File: src/rtl/bblur_pkg.sv
// Package for the 3x3 RGB box blur: sizes, beat structs, pipeline structs and register indexes.
// Depends on nothing; every other file of the block refers to it by scoped names.
package bblur_pkg;

    localparam int MAX_WIDTH  = 1024;
    localparam int MAX_HEIGHT = 768;

    localparam int CH_W     = 8;
    localparam int COL_W    = 10;
    localparam int ROW_W    = 10;
    localparam int WIDTH_W  = 11;
    localparam int HEIGHT_W = 10;
    localparam int CSUM_W   = 10;
    localparam int SUM_W    = 12;
    localparam int ADDR_W   = $clog2(MAX_WIDTH);

    localparam int MIN_SIZE = 3;

    typedef enum logic [0:0] {
        CFG_ACTIVE_WIDTH  = 1'b0,
        CFG_ACTIVE_HEIGHT = 1'b1
    } t_cfg_idx;

    typedef struct packed {
        logic            mode;
        logic [CH_W-1:0] in_red;
        logic [CH_W-1:0] in_green;
        logic [CH_W-1:0] in_blue;
    } t_in_beat;

    typedef struct packed {
        logic [CH_W-1:0]  out_red;
        logic [CH_W-1:0]  out_green;
        logic [CH_W-1:0]  out_blue;
        logic [COL_W-1:0] out_column;
        logic [ROW_W-1:0] out_row;
        logic             last_of_frame;
    } t_out_beat;

    typedef struct packed {
        logic [CH_W-1:0] red;
        logic [CH_W-1:0] green;
        logic [CH_W-1:0] blue;
    } t_rgb;

    typedef struct packed {
        t_rgb top;
        t_rgb mid;
    } t_line_word;

    typedef struct packed {
        t_rgb              pix;
        logic [ADDR_W-1:0] col_in;
        logic              top_ok;
        logic              mid_ok;
        logic              wrap;
        logic              emit;
        logic [COL_W-1:0]  out_col;
        logic [ROW_W-1:0]  out_row;
        logic              last;
    } t_stage_a;

    typedef struct packed {
        logic [SUM_W-1:0] sum_red;
        logic [SUM_W-1:0] sum_green;
        logic [SUM_W-1:0] sum_blue;
        logic [COL_W-1:0] out_col;
        logic [ROW_W-1:0] out_row;
        logic             last;
    } t_stage_b;

    typedef struct packed {
        logic [CSUM_W-1:0] red;
        logic [CSUM_W-1:0] green;
        logic [CSUM_W-1:0] blue;
    } t_col_sum;

endpackage

File: src/rtl/bblur_out.sv
// Output stage of the box blur: divides each channel sum by nine and holds the result beat.
// Uses bblur_pkg.
module bblur_out (
    input  logic                 i_clk,
    input  logic                 i_rst_n,
    input  logic                 i_b_valid,
    input  bblur_pkg::t_stage_b  i_b,
    input  logic                 i_out_ready,
    output logic                 o_ready,
    output logic                 o_out_valid,
    output bblur_pkg::t_out_beat o_out_data
);

    localparam int RECIP_W     = 13;
    localparam int RECIP_SHIFT = 16;
    localparam logic [RECIP_W-1:0] RECIP_NINE = RECIP_W'((1 << RECIP_SHIFT) / 9 + 1);
    localparam int PROD_W      = bblur_pkg::SUM_W + RECIP_W;

    // Sums stay below 2296, where the rounded-up reciprocal gives the exact floor.
    function automatic logic [bblur_pkg::CH_W-1:0] div9(input logic [bblur_pkg::SUM_W-1:0] s);
        logic [PROD_W-1:0] prod;
        prod = PROD_W'(s) * PROD_W'(RECIP_NINE);
        return prod[RECIP_SHIFT +: bblur_pkg::CH_W];
    endfunction

    bblur_pkg::t_out_beat r_out, n_out;
    logic                 r_valid;

    assign o_ready     = !r_valid || i_out_ready;
    assign o_out_valid = r_valid;
    assign o_out_data  = r_out;

    always_comb begin
        n_out.out_red       = div9(i_b.sum_red);
        n_out.out_green     = div9(i_b.sum_green);
        n_out.out_blue      = div9(i_b.sum_blue);
        n_out.out_column    = i_b.out_col;
        n_out.out_row       = i_b.out_row;
        n_out.last_of_frame = i_b.last;
    end

    always_ff @(posedge i_clk) begin
        if (!i_rst_n) begin
            r_valid <= 1'b0;
        end else if (o_ready) begin
            r_valid <= i_b_valid;
        end
    end

    always_ff @(posedge i_clk) begin
        if (o_ready && i_b_valid) begin
            r_out <= n_out;
        end
    end

endmodule

File: config.mk
export PLATFORM = sky130hd
export DESIGN_NAME = bblur_out
export DESIGN_NICKNAME = d
export VERILOG_FILES = /design/src/rtl/bblur_pkg.sv /design/src/rtl/bblur_out.sv
export SDC_FILE = /design/constraint.sdc
export NUM_CORES = 1
export LEC_CHECK = 0
export BUFFER_PORTS_ARGS = -buffer_cell sky130_fd_sc_hd__buf_2
export CAP_MARGIN = 20
export CORE_AREA = 8 8 130 132
export DETAILED_ROUTE_END_ITERATION = 8
export DIE_AREA = 0 0 138 140
export PLACE_DENSITY_LB_ADDON = 0.25
export SLEW_MARGIN = 20
export SYNTH_ARGS = -nofsm -noshare
export SYNTH_HDL_FRONTEND = slang
export SYNTH_SLANG_ARGS = --single-unit
File: constraint.sdc
create_clock -name i_clk -period 5 [get_ports i_clk]
set_clock_uncertainty 0.05 [all_clocks]
set_input_delay 0.75 -clock i_clk [delete_from_list [all_inputs] [get_ports i_clk]]
set_output_delay 0.75 -clock i_clk [all_outputs]
set_load 0.005 [all_outputs]
==> impl_results.md <==
- Port-buffer cells: 107
- Final Critical Period: ~4900 ps
- DRT antenna net count: 0
- Clock power frac: 7.8%
- Distinct cells, synth: 42
- Clock tree root driver cell: clkbuf_16
- WL final: 16,000 um
- Num CTS Buffers: 5
- Area leader, netlist: ha_1
- Rows: 45
- Vias/cell: 4.92
- Max Slew Vio Count: 0
- Top cells by area, synth: ha_1 34%, fa_1 24%, edfxtp_1 18%, inv_1 9.1%, xnor2_1 2.9%
- Crit path max-delay family: adder cells
- Place WS: -305 ps
- Total GRT Usage: 16.8%
- DRC violations left: 0
- Final Core Density: between 60 and 70%
- Routability cong.: 0.853
- VDD IR max: around 360 uV
- Internal power: between 2000 and 2500 uW
- GRT overflow: 0
- Nets: 1,202
- Reg2Reg Setup Slack: ~3300 ps
- FF-to-FF End: o_out_data[14]
- FF+latch count, synth: between 40 and 50
- Status: complete, no violations
- DRT Pass-1 Iters: 4
- Initial antenna violation count: 0
- Crit Path Max Fanout: 3
- Stages on worst setup path: 20
- Most used DFF post-synth: edfxtp_1
- Post-synth top area share: between 30% and 40%
- CTS max path bufs: 2
- Worst path max stage delay: 550 ps
- DIE WIDTH: about 140 um
- Setup TNS: 0 ps
- Post-route setup slack: 114 ps
- Buf/Inv on CP: 7
- Reg2reg start: o_out_valid
- Leakage: 0.00493 uW
- Endpoints failing hold: 0
- Fin area: 8970 um^2
- CP startpoint kind: input pin
- Critical Path RT: 4990 ps
- Comb pwr share: 76.8%
- Vias in the first global route: a little under 6,000
- Mapped Nets: 1,013
- Sequential share of the synthesized area: 18.8%
- Sequential share of power: 15.3%
- Clk slew on worst S/H paths: 70 ps
- Hold WS: roughly 480 ps
- Max Fclk: 0.205 GHz
- Crit. End Element: flip-flop
- DP HPWL: 14,300 um
- Worst-Skew Late Latency: 280 ps
- Worst-margin pin slew: between 1000 and 1500 ps
- Syn_area_per_cell: approximately 11 um^2
- Largest net degree at the start of global routing: 46
- # hold bufs at CTS: 0
- Average wire per standard cell: 15.3 um
- Final worst path period share: 97.7%
- First-pass GRT wire length: 27,300 um
- Register area: 1370 um^2
- Core area: 14,900 um^2
- Area Growth Syn to Fin: 22.7%
- # diodes: 0
- Slew HR: 30.2%
- CP max-delay cell: fa_1
- Crit. Startpoint: i_b[53]
- IO Pins: 108
- Switching share of power: ~44%
- CP most frequent cell: inv_2
- Yosys warns: 0
- Multi-input gate area: 5420 um^2
- Reg2Reg Depth: 2
- Critical Path End: o_out_data[42]
- CTS Sinks: between 40 and 50
- Starting density of the core: between 40 and 50%
- Net switching power: 1960 uW
- Fillers: 1,279
- Fraction of registers with async set/reset: 0%
- Post-synth EDFFs: 45
- MaxCap Viol Count: 0
- # setup viols final: 0
- CP Class: input pin to flip-flop
- Starting DRT DRC Count: between 150 and 200
- Layout cells sized above 1: 26.1%
- Worst Hold Class: flip-flop to flip-flop
- Vias: slightly above 5,000
- # H-tree levels: 2
- Placed Area: between 8000 and 9000 um^2
- Synth Cell Area: 7310 um^2
- Critical path data arrival time: 4870 ps
- CP Cell Sequence: buf_6 -> inv_2 -> fa_1 -> inv_2 -> ha_4 -> inv_2 -> fa_1 -> inv_1 -> fa_1 -> inv_2 -> fa_1 -> inv_2 -> ha_4 -> nand3_2 -> a21oi_2 -> a221o_1 -> a41o_1 -> a21o_1 -> a31oi_1 -> xnor2_1
- CTS tree: yes
- Die Y-Extent: 140 um
- Pwr/cell area: 493 nW/um^2
- Die area: 19,300 um^2
- Synth Instances: 666
-- per-stage QoR --
step	power, uW	instances
6_report	4420	1044
5_1_grt	4960	1044
4_1_cts	4330	1040
3_5_place_dp	3920	1032
3_3_place_gp	3790	1032
2_1_floorplan	2870	666
-- cell type report --
cell class,count,share of cell area [%]
timing repair buffer,182,12.6
tap,188,2.62
sequential,46,15.3
multi-input combinational,442,60.3
clock buffer,5,1.39
inverter,178,7.45
clock inverter,3,0.293
-- cell usage in the layout, fill, tap and decap left out, drive strengths merged, types with 2 or more instances in the layout --
master / n
and2: 4
o21a: 3
buf: 181
nor3: 4
inv: 181
nor2: 14
edfxtp: 45
o21bai: 2
o211ai: 3
a21oi: 19
a211o: 2
nand2b: 2
nand4: 2
clkbuf: 6
xnor2: 24
o21ai: 13
a21o: 15
nand2: 7
o221ai: 3
xor2: 13
nand3: 8
fa: 87
a2111oi: 2
ha: 199
-- synth_stat cells, types with 4 or more instances --
cell / n
o21ai_0: 12
inv_1: 178
xnor2_1: 24
a21o_1: 13
nand3_1: 8
and2_1: 4
nor2_1: 14
nand2_1: 7
edfxtp_1: 45
nor3_1: 4
ha_1: 199
fa_1: 87
a21oi_1: 19
xor2_1: 13
-- cells by family after synthesis --
group | share of synthesized area (%)
compound gates | 6.88
buf+inv | 9.14
simple gates | 2.93
fa+ha+maj | 57.9
flops | 18.8
xor+xnor | 4.43
-- power groups by stage --
stage / Sequential (uW) / Clock (uW) / Combinational (uW)
floorplan: 699 / 0 / 2170
global placement: 684 / 0 / 3110
detailed placement: 684 / 0 / 3230
CTS: 681 / 359 / 3290
global route: 692 / 371 / 3900
finish: 679 / 346 / 3400
-- worst min-delay path, cell delays in order (launching register included) --
cell and delay (ps):
dfxtp_1 310, nand2b_1 90, a21boi_0 90
-- state kept, by name, indices dropped and copies added, names as in the netlist --
| register | cells |
|---|---|
| o_out_data | 45 |
| o_out_valid | 1 |
-- how the worst min path moves through the flow --
stage,startpoint,end,cells after the start
5_1_grt,o_out_valid,o_out_valid,2
3_3_place_gp,o_out_valid,o_out_valid,2
2_1_floorplan,o_out_valid,o_out_valid,2
3_5_place_dp,o_out_valid,o_out_valid,2
6_report,o_out_valid,o_out_valid,2
4_1_cts,o_out_valid,o_out_valid,2
-- metal layers --
metal / GRT usage (%) / vias to the layer above / wire (um)
li1: - / 2572 / -
met1: 20.9 / 2457 / 7120
met2: 29.5 / 93 / 7910
met3: 4.29 / 12 / 849
met4: 2.06 / 0 / 107
met5: 0 / - / 0
-- repair_timing --
| item | 4_1_cts | 5_1_grt |
|---|---|---|
| pin swaps | 1 | 18 |
| buffers inserted | 0 | 5 |
| resized for setup | 2 | 33 |
| cloned | 0 | 0 |
| endpoints found under the setup margin | 4 | 14 |
Power figures use the tool's default switching activity.
