[src/rtl/bblur_pkg.sv]
// Package for the 3x3 RGB box blur: sizes, beat structs, pipeline structs and register indexes.
// Depends on nothing; every other file of the block refers to it by scoped names.
package bblur_pkg;

    localparam int MAX_WIDTH  = 1024;
    localparam int MAX_HEIGHT = 768;

    localparam int CH_W     = 8;
    localparam int COL_W    = 10;
    localparam int ROW_W    = 10;
    localparam int WIDTH_W  = 11;
    localparam int HEIGHT_W = 10;
    localparam int CSUM_W   = 10;
    localparam int SUM_W    = 12;
    localparam int ADDR_W   = $clog2(MAX_WIDTH);

    localparam int MIN_SIZE = 3;

    typedef enum logic [0:0] {
        CFG_ACTIVE_WIDTH  = 1'b0,
        CFG_ACTIVE_HEIGHT = 1'b1
    } t_cfg_idx;

    typedef struct packed {
        logic            mode;
        logic [CH_W-1:0] in_red;
        logic [CH_W-1:0] in_green;
        logic [CH_W-1:0] in_blue;
    } t_in_beat;

    typedef struct packed {
        logic [CH_W-1:0]  out_red;
        logic [CH_W-1:0]  out_green;
        logic [CH_W-1:0]  out_blue;
        logic [COL_W-1:0] out_column;
        logic [ROW_W-1:0] out_row;
        logic             last_of_frame;
    } t_out_beat;

    typedef struct packed {
        logic [CH_W-1:0] red;
        logic [CH_W-1:0] green;
        logic [CH_W-1:0] blue;
    } t_rgb;

    typedef struct packed {
        t_rgb top;
        t_rgb mid;
    } t_line_word;

    typedef struct packed {
        t_rgb              pix;
        logic [ADDR_W-1:0] col_in;
        logic              top_ok;
        logic              mid_ok;
        logic              wrap;
        logic              emit;
        logic [COL_W-1:0]  out_col;
        logic [ROW_W-1:0]  out_row;
        logic              last;
    } t_stage_a;

    typedef struct packed {
        logic [SUM_W-1:0] sum_red;
        logic [SUM_W-1:0] sum_green;
        logic [SUM_W-1:0] sum_blue;
        logic [COL_W-1:0] out_col;
        logic [ROW_W-1:0] out_row;
        logic             last;
    } t_stage_b;

    typedef struct packed {
        logic [CSUM_W-1:0] red;
        logic [CSUM_W-1:0] green;
        logic [CSUM_W-1:0] blue;
    } t_col_sum;

endpackage

[src/rtl/bblur_window.sv]
// Window stage of the box blur: keeps the column sums of the 3x3 window and forms the
// per-channel neighborhood sums. Uses bblur_pkg.
module bblur_window (
    input  logic                  i_clk,
    input  logic                  i_rst_n,
    input  logic                  i_a_valid,
    input  bblur_pkg::t_stage_a   i_a,
    input  bblur_pkg::t_line_word i_line,
    input  logic                  i_next_ready,
    output logic                  o_ready,
    output logic                  o_b_valid,
    output bblur_pkg::t_stage_b   o_b
);

    function automatic logic [bblur_pkg::CSUM_W-1:0] add3(
        input logic [bblur_pkg::CH_W-1:0] a,
        input logic [bblur_pkg::CH_W-1:0] b,
        input logic [bblur_pkg::CH_W-1:0] c
    );
        return bblur_pkg::CSUM_W'(a) + bblur_pkg::CSUM_W'(b) + bblur_pkg::CSUM_W'(c);
    endfunction

    function automatic logic [bblur_pkg::SUM_W-1:0] sum3(
        input logic [bblur_pkg::CSUM_W-1:0] a,
        input logic [bblur_pkg::CSUM_W-1:0] b,
        input logic [bblur_pkg::CSUM_W-1:0] c
    );
        return bblur_pkg::SUM_W'(a) + bblur_pkg::SUM_W'(b) + bblur_pkg::SUM_W'(c);
    endfunction

    bblur_pkg::t_col_sum r_cs1, r_cs2, n_cs1, n_cs2, new_cs, new_term;
    bblur_pkg::t_rgb     top_m, mid_m;
    bblur_pkg::t_stage_b r_b, n_b;
    logic                r_b_valid;
    logic                adv;

    assign o_ready   = !r_b_valid || i_next_ready;
    assign adv       = i_a_valid && o_ready;
    assign o_b_valid = r_b_valid;
    assign o_b       = r_b;

    always_comb begin
        top_m = i_a.top_ok ? i_line.top : '0;
        mid_m = i_a.mid_ok ? i_line.mid : '0;

        new_cs.red   = add3(top_m.red,   mid_m.red,   i_a.pix.red);
        new_cs.green = add3(top_m.green, mid_m.green, i_a.pix.green);
        new_cs.blue  = add3(top_m.blue,  mid_m.blue,  i_a.pix.blue);

        // At the start of a row the window holds the previous row's right edge,
        // so the new column lies outside the emitted neighborhood.
        new_term = i_a.wrap ? '0 : new_cs;

        n_b.sum_red   = sum3(r_cs1.red,   r_cs2.red,   new_term.red);
        n_b.sum_green = sum3(r_cs1.green, r_cs2.green, new_term.green);
        n_b.sum_blue  = sum3(r_cs1.blue,  r_cs2.blue,  new_term.blue);
        n_b.out_col   = i_a.out_col;
        n_b.out_row   = i_a.out_row;
        n_b.last      = i_a.last;

        n_cs1 = (i_a.col_in == '0) ? '0 : r_cs2;
        n_cs2 = new_cs;
    end

    always_ff @(posedge i_clk) begin
        if (!i_rst_n) begin
            r_b_valid <= 1'b0;
            r_cs1     <= '0;
            r_cs2     <= '0;
        end else if (adv) begin
            r_b_valid <= i_a.emit;
            r_cs1     <= n_cs1;
            r_cs2     <= n_cs2;
        end else if (i_next_ready) begin
            r_b_valid <= 1'b0;
        end
    end

    always_ff @(posedge i_clk) begin
        if (adv) begin
            r_b <= n_b;
        end
    end

endmodule

[config.mk]
export PLATFORM = sky130hd
export DESIGN_NAME = bblur_window
export DESIGN_NICKNAME = d
export VERILOG_FILES = /design/src/rtl/bblur_pkg.sv /design/src/rtl/bblur_window.sv
export SDC_FILE = /design/constraint.sdc
export NUM_CORES = 1
export LEC_CHECK = 0
export ABC_CLOCK_PERIOD_IN_PS = 14350
export BUFFER_PORTS_ARGS = -buffer_cell sky130_fd_sc_hd__buf_4
export CELL_PAD_IN_SITES_DETAIL_PLACEMENT = 0
export CELL_PAD_IN_SITES_GLOBAL_PLACEMENT = 1
export CORE_UTILIZATION = 46
export CTS_CLUSTER_DIAMETER = 30
export DETAILED_ROUTE_END_ITERATION = 10
export PLACE_DENSITY = 0.95
export SETUP_SLACK_MARGIN = 0.05
export SYNTH_ARGS = -nofsm -noshare
export SYNTH_HDL_FRONTEND = slang
export SYNTH_SLANG_ARGS = --single-unit
[constraint.sdc]
create_clock -name i_clk -period 14.35 [get_ports i_clk]
set_clock_uncertainty 0.2 [all_clocks]
set_input_delay 2.87 -clock i_clk [delete_from_list [all_inputs] [get_ports i_clk]]
set_output_delay 2.87 -clock i_clk [all_outputs]
set_load 0.02 [all_outputs]
==> results of run 1 <==
placed cells by master (no fill, tap or decap), types with 9 or more instances in the layout:
cell type and count:
nand2_1 48, inv_1 50, and2_1 41, a21oi_1 34, nor2b_1 13, o21ai_0 11
a21o_1 12, nand3_1 18, ha_1 48, and3_1 10, xnor2_1 21, a22oi_1 30
edfxtp_1 57, nor3_1 9, fa_1 60, buf_4 173, nand2b_1 10, nor2_1 67
dfxtp_1 61, xor2_1 15, clkbuf_16 17
power by group through the flow:
stage               Combinational, mW  Sequential [mW]  Clock [mW]
floorplan                       0.240            0.471           0
global placement                0.394            0.436           0
detailed placement              0.402            0.438           0
CTS                             0.404            0.431       0.438
global route                    0.448            0.436       0.451
finish                          0.402            0.431       0.432
stage by stage:
step / total power, mW / utilization
2_1_floorplan: 0.7110 / -
3_3_place_gp: 0.8295 / 0.5643
3_5_place_dp: 0.8396 / 0.5643
4_1_cts: 1.273 / 0.6020
5_1_grt: 1.335 / 0.6020
6_report: 1.265 / 0.6020
logic make-up after synthesis:
logic type               share of synthesized area
AND/OR/NAND/NOR                             0.1526
AO/OA/AOI/OAI                               0.1289
flip-flops                                  0.3914
adder cells (fa/ha/maj)                     0.2405
buffers and inverters                      0.04042
XOR/XNOR                                   0.04209
multiplexers                              0.004008
state kept, by name (all words and copies together), names as in the netlist:
name / flops
o_b: 57
o_b_valid: 1
r_cs1: 30
r_cs2: 30
routing by layer:
layer	track usage	up-vias	routed length, um
met4	0.07798	0	303
met1	0.2524	2776	7123
met3	0.05656	23	876
met2	0.3712	145	8792
li1	-	2778	-
met5	0	-	0
path summary, 6_finish.rpt:
kind / start / end / depth (start not counted)
max: i_a[24] / o_b[56] / 18
min: r_cs2[10] / r_cs2[10] / 2
max reg2reg: r_cs1[1] / o_b[28] / 9
min reg2reg: r_cs2[10] / r_cs2[10] / 2
final cells by class:
cell class                 count  area share
multi-input combinational    513      0.4460
sequential                   118      0.3067
timing repair buffer         173      0.1358
clock buffer                  21     0.04920
tap                          216     0.02826
inverter                      52     0.02054
clock inverter                11     0.01348
critical path: stages:
cell and delay [ns]:
buf_4 0.24, nand2_1 0.11, fa_1 0.51, inv_1 0.05, ha_1 0.22, fa_1 0.41
a21o_1 0.19, nand3_1 0.10, nand2_1 0.06, a211oi_1 0.31, nor3_1 0.11, fa_1 0.44
ha_1 0.42, a21o_1 0.22, a21oi_1 0.24, nand2_1 0.08, a31oi_1 0.22, o22ai_1 0.12
==> results.ini, run 1 <==
[outcome]
status=finished, final reports clean

[die]
start_util=0.4716
core_area_um2=15890
die_area_um2=16800
die_w_um=129.6
rows=46
die-height_um=129.6
io_pins=170

[clocking]
clkLatencyLatePin_ns=0.42
post_cts_buffers=0
ctsHoldBuffers=0
cts-buffers-inserted=17
clock-sinks=118
htree_levels=4
clock-root-buffer=clkbuf_16
cts.repair.resized=0
cts_tree=built
cts_buffer_depth=2
path_clk_slew_ns=0.05

[yosys]
yosys.area.top_type=edfxtp_1
synthTopCellsByCount=nor2_1, dfxtp_1, fa_1
synth_area_leaders=edfxtp_1, dfxtp_1, fa_1, ha_1, and2_1
synth-seq-area-share=0.3914
synth_edf_count=57
syn_area_um2=7492
yosys_warnings=0
synthArstFlopShare=0
synthFlopType=dfxtp_1
synth_area_per_cell_um2=10.57
postSynthCellCount=709
synth-seq-cells=118
ys_types=49
yosysMostFrequentCell=nor2_1
synth_top_cell_area_share=0.2285
synthesis.nets=928

[pwr]
ir_worst_vdd_v=0.00009086
p_leak_nw=4.300
p_clk_frac=0.341
switchingPower_uw=391.8
powerDensity_nw_per_um2=132.3
p_int_uw=873.0
seq_power_share=0.341
sw_frac_of_total=0.3098
pwr-share-comb=0.318

[sta]
min_period_ns=6.948
setup_viol=0
max_freq_mhz=143.9
whs_ns=0.2751
worst_pin_slew_ns=0.9577
hold_violations=0
setup_ws_ns=7.402
slew_headroom=0.3615
setup_tns_ns=0
drv_slew=0
fin_crit_sh=0.4842
rsz0062_at_grt=false

[critical_path]
start_kind=primary input
critical_path.endpoint_type=flop
arrival_ns=6.90
cp_max_fo=24
crit_required_ns=14.31
r2r_slack_ns=11.61
crit_type=in2reg

[finish]
area_delta_synth_final_pct=27.64
multi_input_area_um2=4265
layoutNonFillerInstCount=1104
nNetsFinal=1094
register_area_um2=2933
drive_above_1_share=0.2477
fillers=1373
diodes=0
final_area_um2=9563

[drt]
vias=5722
wire_per_inst_um=15.49
drt_wl_total_um=17100
drt_iter0_markers=364
drtPass1Iterations=7
ant_nets=0
drt-vias-per-instance=5.183
drc=0

[placement]
gp_congestion=0.8574
dpl-instance-area_um2=8964
dp_hpwl_um=12390
place_ws_ns=6.972
placed_cells=1072
port_buffers=169

[global_routing]
overflow=0
grt_pass1_wl_um=27210
grt_max_degree=77
grt_pass1_vias=5698
antenna_found_initial=0
gr-usage-all-layers=0.2132

[flow_run]
cap_violations=0

[min_path]
hold_path.class=reg2reg

Power figures use the tool's default switching activity.
==> run 2, diff against run 1 <==
--- a/config.mk
+++ b/config.mk
@@ -5,14 +5,14 @@
 export SDC_FILE = /design/constraint.sdc
 export NUM_CORES = 1
 export LEC_CHECK = 0
-export ABC_CLOCK_PERIOD_IN_PS = 14350
+export ABC_CLOCK_PERIOD_IN_PS = 5600
 export BUFFER_PORTS_ARGS = -buffer_cell sky130_fd_sc_hd__buf_4
 export CELL_PAD_IN_SITES_DETAIL_PLACEMENT = 0
 export CELL_PAD_IN_SITES_GLOBAL_PLACEMENT = 1
-export CORE_UTILIZATION = 46
+export CORE_UTILIZATION = 38
 export CTS_CLUSTER_DIAMETER = 30
 export DETAILED_ROUTE_END_ITERATION = 10
-export PLACE_DENSITY = 0.95
+export PLACE_DENSITY = 0.85
 export SETUP_SLACK_MARGIN = 0.05
 export SYNTH_ARGS = -nofsm -noshare
 export SYNTH_HDL_FRONTEND = slang
==> constraint.sdc (replaced) <==
create_clock -name i_clk -period 5.6 [get_ports i_clk]
set_clock_uncertainty 0.2 [all_clocks]
set_input_delay 1.12 -clock i_clk [delete_from_list [all_inputs] [get_ports i_clk]]
set_output_delay 1.12 -clock i_clk [all_outputs]
set_load 0.02 [all_outputs]
==> run 2 against run 1 <==
Compared with the run above: clock-buffer cell count down 3; global-route usage down 3.6 points; power rose to 2.6 times the previous value; via count about the same; critical path type unchanged; largest cell class unchanged; final cell count up 4.3%; wire length up 1.8%; critical endpoint unchanged; die area up 21%; clock power rose to 2.6 times the previous value; sequential share of layout area down 0.29 points; highest routed layer unchanged.
==> results.ini, run 2 (same netlist as run 1, synthesis figures left out) <==
[clocking]
ctsHoldBuffers=0
htree_levels=4
clkLatencyLatePin_ns=0.42
cts_tree=built
cts_buffer_depth=2
clock-sinks=118
path_clk_slew_ns=0.06
post_cts_buffers=0
cts-buffers-inserted=17
cts.repair.resized=0
clock-root-buffer=clkbuf_16

[finish]
largest_reg_flops=57
area_delta_synth_final_pct=28.86
final_area_um2=9654
nNetsFinal=1097
drive_above_1_share=0.2548
mostFrequentLayoutCells=buf_4, nor2_1, dfxtp_1
fin_util=0.5076
layoutNonFillerInstCount=1151
layout_commonest_cell=buf_4
diodes=0

[sta]
worst_pin_slew_ns=0.7154
max_freq_mhz=192.8
hold_violations=0
setup_viol=0
rsz0062_at_grt=false
fin_crit_sh=0.9262
slew_headroom=0.5231
setup_ws_ns=0.4131
min_period_ns=5.187
drv_slew=0

[global_routing]
grt_max_degree=63
gr-usage-all-layers=0.1768
grt_pass1_vias=5574
grt_pass1_wl_um=27260
overflow=0
antenna_found_initial=0

[die]
io_pins=170
rows=50
die-height_um=142.4
core_area_um2=19020
start_util=0.3939
die_area_um2=20280
die_w_um=142.4

[critical_path]
arrival_ns=5.14
critical_path.endpoint_type=flop
crit_type=in2reg
cp_max_fo=24
r2r-start=r_cs1[0]
start_kind=primary input
r2r_slack_ns=2.90
crit_required_ns=5.56
startpoint=i_a[24]

[pwr]
ir_worst_vdd_v=0.0002397
p_leak_nw=4.325
powerDensity_nw_per_um2=339.7

[placement]
dp_hpwl_um=12830
placed_cells=1119
gp_congestion=0.8874
dpl-instance-area_um2=9041
place_ws_ns=-0.003612
port_buffers=169

[drt]
drt_iter0_markers=266
ant_nets=0
drt_wl_total_um=17400
drc=0
drt-vias-per-instance=4.970
wire_per_inst_um=15.12
drtPass1Iterations=5
vias=5720

[outcome]
status=finished, final reports clean

[flow_run]
cap_violations=0

[min_path]
hold_path.class=reg2reg
hold_start=r_cs2[20]

[run 2: changes by cell type in the layout (fill, tap and decap cells not counted), sizes merged]
| cell | delta |
|---|---|
| buf | +3 |
| inv | +4 |
| clkinvlp | -1 |
| clkbuf | -3 |
[run 2: path summary, 6_finish.rpt]
kind,to,cells past startpoint
setup / recovery,o_b[56],18
hold / removal,r_cs2[20],2
setup reg to reg,o_b[28],11
hold reg to reg,r_cs2[20],2
[run 2: worst max-delay path, stage by stage]
cell	delay (ns)
buf_4	0.23
nand2_1	0.13
fa_1	0.51
inv_1	0.04
ha_1	0.22
fa_1	0.41
a21o_1	0.19
nand3_1	0.10
nand2_1	0.06
a211oi_1	0.30
nor3_1	0.11
fa_1	0.44
ha_1	0.38
a21o_1	0.20
a21oi_1	0.24
nand2_1	0.08
a31oi_1	0.23
o22ai_1	0.12
[run 2: area by class of cell]
cell class	count	area (um2)
Fill cell	1790	9364
Multi-Input combinational cell	513	4265
Sequential cell	118	2933
Timing Repair Buffer	176	1321
Clock buffer	18	439.2
Tap cell	260	325.3
Inverter	52	196.4
Clock inverter	14	173.9
[run 2: through the flow]
stage	hold WS, ns	setup TNS [ns]	total power, mW
after floorplan	0.2490	0	1.822
after global placement	0.2601	0	2.147
after global routing	0.3057	0	3.469
after detailed placement	0.2673	-0.003612	2.164
final	0.2766	0	3.279
after CTS	0.2780	0	3.313
[run 2: metal layers]
| layer | part of all wire | vias to the layer above | track usage |
|---|---|---|---|
| met5 | 0 | - | 0 |
| met4 | 0.019 | 0 | 0.06848 |
| met3 | 0.051 | 28 | 0.03802 |
| met2 | 0.51 | 157 | 0.3050 |
| met1 | 0.42 | 2745 | 0.2149 |
| li1 | - | 2790 | - |
[run 2: power by group]
group | leakage, nW | internal [mW] | switching (mW)
Combinational | 2.96 | 0.472 | 0.568
Sequential | 1.06 | 1.05 | 0.0537
Clock | 0.305 | 0.716 | 0.421
==> run 3, diff against run 2 <==
--- a/config.mk
+++ b/config.mk
@@ -13,6 +13,7 @@
 export CTS_CLUSTER_DIAMETER = 30
 export DETAILED_ROUTE_END_ITERATION = 10
 export PLACE_DENSITY = 0.85
+export REMOVE_ABC_BUFFERS = 1
 export SETUP_SLACK_MARGIN = 0.05
 export SYNTH_ARGS = -nofsm -noshare
 export SYNTH_HDL_FRONTEND = slang
==> run 3 against run 2 <==
Compared with the run above: via count down 0.86%; critical path depth down 1; final cell count unchanged; flip-flop and latch count unchanged; critical path type unchanged.
==> results.ini, run 3 (same netlist as run 1, synthesis figures left out) <==
[outcome]
status=finished, final reports clean

[die]
io_pins=170
die-height_um=142.4
die_w_um=142.4
die_area_um2=20280
core_area_um2=19020
rows=50
start_util=0.3939

[finish]
nNetsFinal=1097
multi_input_area_um2=4265
drive_above_1_share=0.2492
mostFrequentLayoutCells=buf_4, nor2_1, dfxtp_1
register_area_um2=2933
largest_reg_flops=57
fillers=1791
diodes=0
layout_commonest_cell=buf_4
area_delta_synth_final_pct=27.97

[drt]
ant_nets=0
vias=5671
drt_wl_total_um=17080
drt_iter0_markers=204
drtPass1Iterations=5
drt-vias-per-instance=4.927
drc=0
wire_per_inst_um=14.84

[sta]
setup_viol=0
hold_violations=0
fin_crit_sh=0.9184
whs_ns=0.2798
drv_slew=0
rsz0062_at_grt=false
max_freq_mhz=194.4
slew_headroom=0.3263
min_period_ns=5.143
setup_tns_ns=0
worst_pin_slew_ns=1.009

[critical_path]
startpoint=i_a[24]
critical_path.endpoint_type=flop
crit_top_cell=fa_1
crit_required_ns=5.58
cp_max_fo=24
cpPeakStageDelay_ns=0.51
cp_slowest_cell=fa_1
arrival_ns=5.12
crit_chain=buf_4, nand2_1, fa_1, inv_1, ha_1, fa_1, a21o_1, a21oi_1, xor2_1, nor2_1, fa_1, ha_1, and3_4, a2111oi_4, o21bai_2, a21oi_2, xnor2_1
start_kind=primary input
r2r_slack_ns=2.92
crit_type=in2reg
reg2reg_depth=9
reg2reg_to=o_b[28]
r2r-start=r_cs1[1]

[placement]
gp_congestion=0.8537
port_buffers=169
dp_hpwl_um=12680

[min_path]
hold_depth=2
hold_start=r_cs2[20]
hold_path.class=reg2reg
min_to=r_cs2[20]

[clocking]
cts-buffers-inserted=17
ctsHoldBuffers=0
htree_levels=4
clock-sinks=118
clkLatencyLatePin_ns=0.42
post_cts_buffers=0
cts_buffer_depth=2
clock-root-buffer=clkbuf_16
cts.repair.resized=0
path_clk_slew_ns=0.06
cts_tree=built

[global_routing]
grt_max_degree=63
grt_pass1_wl_um=27660
gr-usage-all-layers=0.1778
overflow=0
antenna_found_initial=0
grt_pass1_vias=5650

[pwr]
powerDensity_nw_per_um2=327.2
ir_worst_vdd_v=0.0002213
p_leak_nw=4.276

[flow_run]
cap_violations=0

==> run 3: cell types whose count changed in the layout (fill, tap and decap cells not counted), moves of 2 or more <==
cell        previous run  this run
clkinv_4               5         0
clkinvlp_4             0         4
inv_6                  2         0
bufinv_16              3         1
inv_4                  2         0
clkbuf_1               0         4
==> run 3: area by class of cell <==
type	count	share of cell area
inverters	52	0.02049
flip-flops and latches	118	0.3059
clock buffers	23	0.04881
repair buffers	176	0.1378
clock inverters	9	0.008221
well taps	260	0.03393
multi-input cells	513	0.4449
==> run 3: stage by stage <==
| stage | instances | util | instance area (um2) | setup WS, ns | power (mW) |
|---|---|---|---|---|---|
| floorplan | 683 | - | 7385 | 0.5522 | 1.811 |
| global placement | 1119 | 0.4754 | 9041 | 0.07536 | 2.138 |
| detailed placement | 1119 | 0.4754 | 9041 | 0.006736 | 2.153 |
| CTS | 1151 | 0.5041 | 9588 | 0.4588 | 3.178 |
| global route | 1151 | 0.5041 | 9588 | 0.2084 | 3.339 |
| finish | 1151 | 0.5041 | 9588 | 0.4572 | 3.137 |
==> run 3: critical path, delay by kind of cell <==
kind,cells,cell delay (ns)
adders and majority gates,5,1.97
AOI/OAI and AO/OA,5,1.08
and+or+nand+nor,3,0.38
buffers and inverters,2,0.28
xor gates and xnor gates,2,0.27
==> run 3: how the worst max path moves through the flow <==
stage               endpoint  slack [ns]  depth (start not counted)
floorplan            o_b[29]        0.55                         16
global placement     o_b[55]        0.08                         17
detailed placement   o_b[53]       0.007                         17
CTS                  o_b[31]        0.46                         17
global route         o_b[31]        0.21                         17
finish               o_b[53]        0.46                         17
==> run 3: routing by layer <==
metal,up-vias,share of wire,wire length [um],global-route usage
li1,2794,-,-,-
met1,2689,0.43,7311,0.2167
met2,170,0.51,8651,0.3114
met3,18,0.055,934,0.03903
met4,0,0.011,182,0.05546
met5,-,0,0,0
==> run 3: power by group <==
part	total, mW	switching (mW)	internal [mW]
clock network	1.01	0.380	0.628
registers	1.10	0.0531	1.05
logic	1.03	0.562	0.465
total	3.14	0.995	2.14
